**src/rtl/bcc_pkg.sv**
```systemverilog
package bcc_pkg;

  typedef struct packed {
    logic        op;
    logic        first_block;
    logic [63:0] data_high;
    logic [63:0] data_low;
  } in_item_t;

  typedef struct packed {
    logic [63:0] result_high;
    logic [63:0] result_low;
  } out_item_t;

  typedef enum logic [2:0] {
    ST_IDLE,
    ST_EXPAND,
    ST_LOAD,
    ST_ROUND,
    ST_FINISH,
    ST_OUT
  } state_t;

  typedef struct packed {
    logic expand_start;
    logic expand_step;
    logic load;
    logic round_step;
    logic finish;
  } cmd_t;

  localparam logic [2:0] REG_KEY0 = 3'd0;
  localparam logic [2:0] REG_KEY1 = 3'd1;
  localparam logic [2:0] REG_KEY2 = 3'd2;
  localparam logic [2:0] REG_KEY3 = 3'd3;
  localparam logic [2:0] REG_IV_HI = 3'd4;
  localparam logic [2:0] REG_IV_LO = 3'd5;

  localparam logic [31:0] SEED_ADD [4] = '{32'hd6, 32'h27, 32'hdd, 32'h8c};
  localparam int unsigned ROT_T [4] = '{15, 10, 15, 12};
  localparam int unsigned ROT_S [4] = '{14, 9, 21, 11};

  function automatic logic [31:0] rol(input logic [31:0] a, input int unsigned n);
    logic [63:0] d;
    d = {a, a} << n;
    return d[63:32];
  endfunction

  function automatic logic [31:0] sbox_word(input logic [31:0] w, input logic inv);
    logic [31:0] o;
    logic [7:0]  b;
    logic [15:0] p;
    for (int k = 0; k < 4; k++) begin
      b = w[8*k +: 8];
      if (inv) p = 16'(8'(b - 8'd86)) * 16'd53;
      else p = 16'(b) * 16'd29 + 16'd86;
      o[8*k +: 8] = p[7:0];
    end
    return o;
  endfunction

endpackage

```
**src/rtl/bcc_ctrl.sv**
```systemverilog
module bcc_ctrl #(
  parameter int ROUNDS = 16
) (
  input  logic          clk,
  input  logic          rst,
  input  logic          in_valid,
  input  logic          out_stall,
  input  logic          key_write,
  output logic          in_stall,
  output logic          out_valid,
  output bcc_pkg::cmd_t cmd,
  output logic [3:0]    cnt,
  output logic          cnt_last
);
  import bcc_pkg::*;

  state_t     state, state_next;
  logic       keys_ready;
  logic [3:0] cnt_next;

  assign cnt_last = cnt == 4'(ROUNDS - 1);

  always_comb begin
    state_next = state;
    unique case (state)
      ST_IDLE:   if (in_valid) state_next = keys_ready ? ST_LOAD : ST_EXPAND;
      ST_EXPAND: if (cnt_last) state_next = ST_LOAD;
      ST_LOAD:   state_next = ST_ROUND;
      ST_ROUND:  if (cnt_last) state_next = ST_FINISH;
      ST_FINISH: state_next = ST_OUT;
      ST_OUT:    if (!out_stall) state_next = ST_IDLE;
      default:   state_next = ST_IDLE;
    endcase
  end

  always_comb begin
    cmd = '0;
    in_stall = 1'b1;
    out_valid = 1'b0;
    cnt_next = cnt;
    unique case (state)
      ST_IDLE: begin
        cnt_next = 4'd1;
        if (in_valid && !keys_ready) cmd.expand_start = 1'b1;
      end
      ST_EXPAND: begin
        cmd.expand_step = 1'b1;
        cnt_next = cnt + 4'd1;
      end
      ST_LOAD: begin
        cmd.load = 1'b1;
        in_stall = 1'b0;
        cnt_next = '0;
      end
      ST_ROUND: begin
        cmd.round_step = 1'b1;
        cnt_next = cnt + 4'd1;
      end
      ST_FINISH: cmd.finish = 1'b1;
      ST_OUT:    out_valid = 1'b1;
      default:   cnt_next = cnt;
    endcase
  end

  always_ff @(posedge clk) begin
    if (rst) begin
      state <= ST_IDLE;
      keys_ready <= 1'b0;
      cnt <= '0;
    end else begin
      state <= state_next;
      cnt <= cnt_next;
      if (key_write) keys_ready <= 1'b0;
      else if (state == ST_EXPAND && cnt_last) keys_ready <= 1'b1;
    end
  end
endmodule

```
**config.mk**
```make
export PLATFORM = sky130hd
export DESIGN_NAME = bcc_ctrl
export DESIGN_NICKNAME = d
export VERILOG_FILES = /design/src/rtl/bcc_pkg.sv /design/src/rtl/bcc_ctrl.sv
export SDC_FILE = /design/constraint.sdc
export NUM_CORES = 1
export LEC_CHECK = 0
export ABC_AREA = 1
export BUFFER_PORTS_ARGS = -buffer_cell sky130_fd_sc_hd__buf_2
export CAP_MARGIN = 25
export CORE_AREA = 2 2 39 41
export CTS_CLUSTER_DIAMETER = 120
export DETAILED_ROUTE_END_ITERATION = 16
export DIE_AREA = 0 0 41 43
export SETUP_SLACK_MARGIN = 0.05
export SLEW_MARGIN = 40
export SYNTH_ARGS = -nofsm -noshare
export SYNTH_HDL_FRONTEND = slang
export SYNTH_SLANG_ARGS = --single-unit
export TNS_END_PERCENT = 5
```
**constraint.sdc**
```tcl
create_clock -name clk -period 2 [get_ports clk]
set_input_delay 0.1 -clock clk [delete_from_list [all_inputs] [get_ports clk]]
set_output_delay 0.1 -clock clk [all_outputs]
set_load 0.02 [all_outputs]
```
==> results of run 1 <==
==> final cells by class <==
class / count / area share (%)
Timing Repair Buffer: 17 / 15.3
Multi-Input combinational cell: 47 / 42.2
Inverter: 13 / 8.26
Sequential cell: 8 / 27.1
Tap cell: 16 / 3.39
Clock buffer: 3 / 3.81
==> logic make-up after synthesis <==
logic type,after synthesis
AOI/OAI and AO/OA,7
xor gates and xnor gates,1
adders and majority gates,1
buffers and inverters,13
DFF,8
and+or+nand+nor,38
==> through the flow <==
stage               hold slack [ns]  cells  power, W  utilization [%]  area (um^2)
global route                 0.0617    104  0.000847             42.7          591
CTS                        0.000982    103  0.000772             42.0          581
finish                       0.0615    104  0.000766             42.7          591
detailed placement            0.269    100  0.000647             40.3          558
floorplan                     0.169     68  0.000543                -          458
global placement              0.271    100  0.000647             40.3          558
==> power by group through the flow <==
stage / Sequential [W] / Combinational, W / Clock (W)
after floorplan: 0.000251 / 0.000292 / 0
after global placement: 0.000244 / 0.000403 / 0
after detailed placement: 0.000245 / 0.000402 / 0
after CTS: 0.000242 / 0.000405 / 0.000126
after global routing: 0.000251 / 0.000457 / 0.000139
final: 0.000242 / 0.000402 / 0.000122
==> flip-flops by register name, summed over array words and instances, names as in the netlist <==
signal,count
cnt,4
keys_ready,1
state,3
==> layout by cell type, fill, tap and decap left out <==
cell type      count
buf_2             16
nand2_1           13
nor2_1            10
inv_1              8
dfxtp_1            8
inv_2              4
nand2_2            4
nand3_1            3
clkbuf_4           3
nor2_2             2
o21ai_0            2
nand4_1            2
a21oi_1            2
nor3b_1            1
xnor2_1            1
clkinv_1           1
and3_1             1
nand3_2            1
a21oi_2            1
a211oi_1           1
a31oi_1            1
nor3_2             1
ha_1               1
dlygate4sd3_1      1
==> routing by layer <==
metal / GRT usage [%] / wire [um] / up-vias
li1: - / - / 256
met2: 21.3 / 459 / 20
met5: 0 / 0 / -
met1: 17.1 / 438 / 209
met4: 8.00 / 14 / 0
met3: 4.71 / 89 / 2
==> how the worst min path moves through the flow <==
stage | from | to | slack (ns) | cells after the start
global route | rst | keys_ready$_SDFFE_PP0P_ | 0.06 | 2
floorplan | key_write | keys_ready$_SDFFE_PP0P_ | 0.17 | 1
global placement | key_write | keys_ready$_SDFFE_PP0P_ | 0.27 | 2
CTS | key_write | keys_ready$_SDFFE_PP0P_ | 0.001 | 2
detailed placement | key_write | keys_ready$_SDFFE_PP0P_ | 0.27 | 2
finish | rst | keys_ready$_SDFFE_PP0P_ | 0.06 | 2
==> worst register-to-register path, cell delays in order, from the launching register on <==
cell and delay [ns]:
dfxtp_1 0.39, ha_1 0.19, nand3_1 0.13, nand2_2 0.11, nand3_2 0.09, nor2_1 0.10
nor2_1 0.05
==> repair_timing <==
item / in CTS / in global routing
setup buffers: 0 / 0
hold endpoints to repair: 0 / 1
hold buffers: 0 / 1
==> qor.txt, run 1 <==
Cell Rows: 14
clk buf depth: 2
Compound-Gate Fraction of Synth Area: 9.29%
initial core utilization: 33.1%
crit path time final: 1.32 ns
ANT nets after route: 0
Post-CTS Resized: 0
Mapped Avg Cell Area: 6.73 um^2
Multi-input gate area: 249 um^2
maximum fanout along the worst path: 5
total track usage: 14.3%
largest net degree at the start of global routing: 8
Post-DP HPWL: 825 um
Sequential Area: 160 um^2
Clk network pwr share: 15.9%
max-cap viol count: 0
largest family of logic cells by synthesized area: simple AND/OR/NAND/NOR gates
Fill cells: 156
Clock Tree Root: clkbuf_4
CP startpoint: state[0]$_SDFFE_PP0P_
internal power: 0.000397 W
gpl congestion: 0.673
per-cell routed wire length: 9.63 um
Top FF cell, synth: dfxtp_1
Post-Synthesis Cell Area: 458 um^2
Arr. time, crit path: 1.22 ns
Core Region: 0.00138 mm^2
number of library cell types mapped by synthesis: 21
final number of max-transition violations: 0
capture point of the worst reg-to-reg path: state[1]$_SDFFE_PP0P_
yosys warns: 0
Hold Vio Cnt, Final: 0
vias in the first global route: 435
CP most frequent cell: inv_2
drt pass-1 iters: 4
PortBufs: 16
Synth top area share: 35.0%
CTS tree: built
most frequent cell after synthesis: nand2_1
synthesized flop and latch total: 8
initial antenna violation count: 0
synthesis-to-finish area growth: 29.0%
fmax: 0.758 GHz
Post-Synth Adder-Cell Area: 2.73%
buffer and inverter count on the worst path: 3
Setup Slack @ Placement: 0.840 ns
CTS Buf Count: 3
# H-tree levels: 1
critical path depth: 5
fin crit share: 66.0%
Total Routed Length: 1000 um
Post-Synth XOR/XNOR Area: 1.91%
Pleak: 0.348 nW
max_slew headroom: 81.1%
simple-gate area share of the yosys netlist: 40.4%
via count: 487
CP endpoint kind: output pin
Hold WC Path Type: input port to flip-flop
Synthesized Nets: 74
first-pass GRT wire length: 1690 um
slowest stage delay, CP: 0.42 ns
Psw: 0.000369 W
post-synthesis mux area share: 0%
most frequent cells after synthesis: 13 x nand2_1, 10 x nor2_1, 8 x dfxtp_1, 8 x inv_1
io pins: 17
main area contributors after synthesis: dfxtp_1 35%, nand2_1 11%, nor2_1 8.2%
Mapped Cells: 68
clock latency at the later pin of the worst-skew pair: 0.25 ns
die area: 0.00176 mm^2
Logic pwr share: 52.5%
setup total negative slack: 0 ns
slew of the pin with the lowest slew margin: 0.284 ns
share of cells above drive strength 1: 36.4%
Post-synth EDFFs: 0
grt total ovfl: 0
setup slack, reg-to-reg: 0.84 ns
Power Density: 1300 mW/mm^2
crit start category: flip-flop
Final nets: 96
Worst VDD drop: 366 uV
Chip Height: 43 um
Synth area leader: dfxtp_1
worst r2r src: cnt[0]$_SDFFE_PP0P_
sequential area share after synthesis: 35.0%
RSZ-0062 raised after global routing: false
CTS sink count: 8
Crit Path Class: flip-flop to output pin
Initial DRC Count: 7
Chip Width: 41 um
CP Capture Point: cmd[3]
worst path required time: 1.90 ns
ANT cells: 0
Final WS setup: 0.680 ns
Clock transition at path regs: 0.06 ns
family with the most delay on the worst path: flip-flops
final setup fails: 0
Residual DRC: 0
Flop pwr share: 31.6%
post-synthesis async set-or-reset flop share: 0%
DR vias/cell: 4.68
switching part of the total: 48.1%
Worst path slowest cell: dfxtp_1
Worst Clk Skew: 0.00472 ns
FF-to-FF path depth: 6
CP cell instances: inv_2 > nor2_2 > nand2_2 > inv_2 > buf_2
outcome: finished, final reports clean
(Power assumes the default switching activity.)
==> inputs of run 2 (changes only) <==
- clock period: 2 -> 1.2 ns (I/O delays scaled with it)
==> qor.txt, run 2 (synthesis gave the netlist of run 1 again) <==
Clock transition at path regs: 0.05 ns (about the same)
slowest stage delay, CP: 0.39 ns (-0.03 ns)
share of cells above drive strength 1: 51.6% (+15 points)
Final WS setup: 0.0353 ns (-0.645 ns)
Residual DRC: 0 (unchanged)
initial core utilization: 33.1% (unchanged)
final number of max-transition violations: 0 (unchanged)
commonest non-fill, non-tap cells in the layout: 12 x nand2_1, 11 x buf_2, 8 x nor2_1
CTS sink count: 8 (unchanged)
io pins: 17 (unchanged)
Cell Rows: 14 (unchanged)
drt pass-1 iters: 4 (unchanged)
Arr. time, crit path: 1.10 ns (-0.12 ns)
worst r2r src: state[1]$_SDFFE_PP0P_
switching part of the total: 45.9% (-2.3 points)
CTS Buf Count: 3 (unchanged)
max-cap viol count: 0 (unchanged)
Core Region: 0.00138 mm^2 (unchanged)
per-cell routed wire length: 10.7 um (+11%)
capture point of the worst reg-to-reg path: state[1]$_SDFFE_PP0P_
Final nets: 99 (+3.1%)
fmax: 0.859 GHz
CP cell instances: inv_2 > nor2_4 > nand2_2 > inv_2 > buf_2
fin crit share: 97.1%
Hold WC Path Type: input port to flip-flop
outcome: finished, final reports clean
Most flops, register: cnt
via count: 513 (+5.3%)
ANT nets after route: 0 (unchanged)
die area: 0.00176 mm^2 (unchanged)
Initial DRC Count: 6 (-1)
DR vias/cell: 4.79 (+2.4%)
Flop pwr share: 29.1% (-2.5 points)
Pwr Total: 0.00152 W (+99%)
crit start category: flip-flop
largest net degree at the start of global routing: 8 (unchanged)
Power Density: 2170 mW/mm^2 (+68%)
gpl congestion: 0.711 (+5.8%)
Pleak: 0.373 nW (+7.0%)
maximum fanout along the worst path: 4 (-1)
Post-DP HPWL: 845 um (+2.4%)
first-pass GRT wire length: 1890 um (+12%)
Hold Path Sink: cnt[1]$_SDFFE_PP0P_
synthesis-to-finish area growth: 53.0%
vias in the first global route: 457 (+5.1%)
Hold Vio Cnt, Final: 0 (unchanged)
FF-to-FF path depth: 7 (+1)
Fill cells: 138 (-12%)
max_slew headroom: 88.2% (+7.1 points)
Setup Slack @ Placement: 0.0977 ns (-0.742 ns)
CP endpoint kind: output pin
max reg flops: 4 (unchanged)
initial antenna violation count: 0 (unchanged)
Chip Width: 41 um (unchanged)
# H-tree levels: 1 (unchanged)
most common cell after layout, fill and taps aside: nand2_1
CP most frequent cell: inv_2
PortBufs: 16 (unchanged)
setup slack, reg-to-reg: 0.14 ns (-0.70 ns)
Clock Tree Root: clkbuf_4
Logic pwr share: 57.4% (+4.9 points)
Total Routed Length: 1140 um (+14%)
Psw: 0.000699 W (+90%)
RSZ-0062 raised after global routing: true
worst path required time: 1.14 ns (-0.76 ns)
Worst Hold Depth: 2 (unchanged)
internal power: 0.000825 W (+110%)
setup total negative slack: 0 ns (unchanged)
Worst Clk Skew: 0.00168 ns (-0.00304 ns)
CTS tree: built
crit path time final: 1.16 ns
final setup fails: 0 (unchanged)
Top Registers: cnt x4, state x3, keys_ready x1
Clk network pwr share: 13.5% (-2.4 points)
worst hold start: rst
grt total ovfl: 0 (unchanged)
Worst path slowest cell: dfxtp_4
total track usage: 16.3% (+2.0 points)
clock latency at the later pin of the worst-skew pair: 0.25 ns (about the same)
Worst VDD drop: 732 uV (+100%)
Chip Height: 43 um (unchanged)
clk buf depth: 2 (unchanged)
Crit Path Class: flip-flop to output pin
ANT cells: 0 (unchanged)
slew of the pin with the lowest slew margin: 0.176 ns (-0.108 ns)
[run 2: timing repair]
item	4_1_cts	5_1_grt
setup buffers	3	0
endpoints found under the hold margin	1	0
cloned	0	0
hold buffers	1	0
resized for setup	18	9
setup endpoints to repair	7	10
pin swaps	3	3
[run 2: power by group through the flow]
stage          clock, W  sequential (W)  combinational [W]
2_1_floorplan         0        0.000423           0.000486
3_3_place_gp          0        0.000414           0.000673
3_5_place_dp          0        0.000412           0.000670
4_1_cts        0.000213        0.000430           0.000825
5_1_grt        0.000233        0.000452           0.000967
6_report       0.000206        0.000444           0.000874
[run 2: final cells by class]
| class | instances | area (um^2) | share of cell area, % |
|---|---|---|---|
| repair buffers | 20 | 136 | 19.5 |
| flip-flops and latches | 8 | 176 | 25.2 |
| well taps | 16 | 20.0 | 2.86 |
| clock buffers | 3 | 22.5 | 3.21 |
| multi-input cells | 47 | 294 | 42.0 |
| inverters | 13 | 51.3 | 7.32 |
[run 2: worst max-delay path by stage]
stage,endpoint,slack [ns],from
2_1_floorplan,keys_ready$_SDFFE_PP0P_,0.07,cnt[0]$_SDFFE_PP0P_
3_3_place_gp,state[1]$_SDFFE_PP0P_,0.09,cnt[0]$_SDFFE_PP0P_
3_5_place_dp,state[1]$_SDFFE_PP0P_,0.1,cnt[0]$_SDFFE_PP0P_
4_1_cts,cmd[4],0.04,state[1]$_SDFFE_PP0P_
5_1_grt,cmd[4],-0.03,state[1]$_SDFFE_PP0P_
6_report,cmd[3],0.04,state[0]$_SDFFE_PP0P_
[run 2: metrics by stage]
step | util (%) | instances | instance area (um^2) | hold slack (ns)
detailed placement | 40.5 | 100 | 561 | 0.229
finish | 50.6 | 107 | 701 | 0.00907
global placement | 40.5 | 100 | 561 | 0.229
global route | 50.6 | 107 | 701 | 0.0188
floorplan | - | 68 | 460 | 0.122
CTS | 48.2 | 107 | 667 | 0.0147
[run 2: critical path: cells and delay by family, from the launching register on]
family	cells	cell delay (ns)
buf+inv	3	0.26
simple gates	2	0.20
flops	1	0.39
[run 2: layer usage]
layer | vias to the layer above | track usage, % | routed length, um
met1 | 228 | 20.1 | 496
met3 | 5 | 3.14 | 60
met2 | 16 | 23.8 | 543
li1 | 264 | - | -
met4 | 0 | 12.0 | 39
met5 | - | 0 | 0
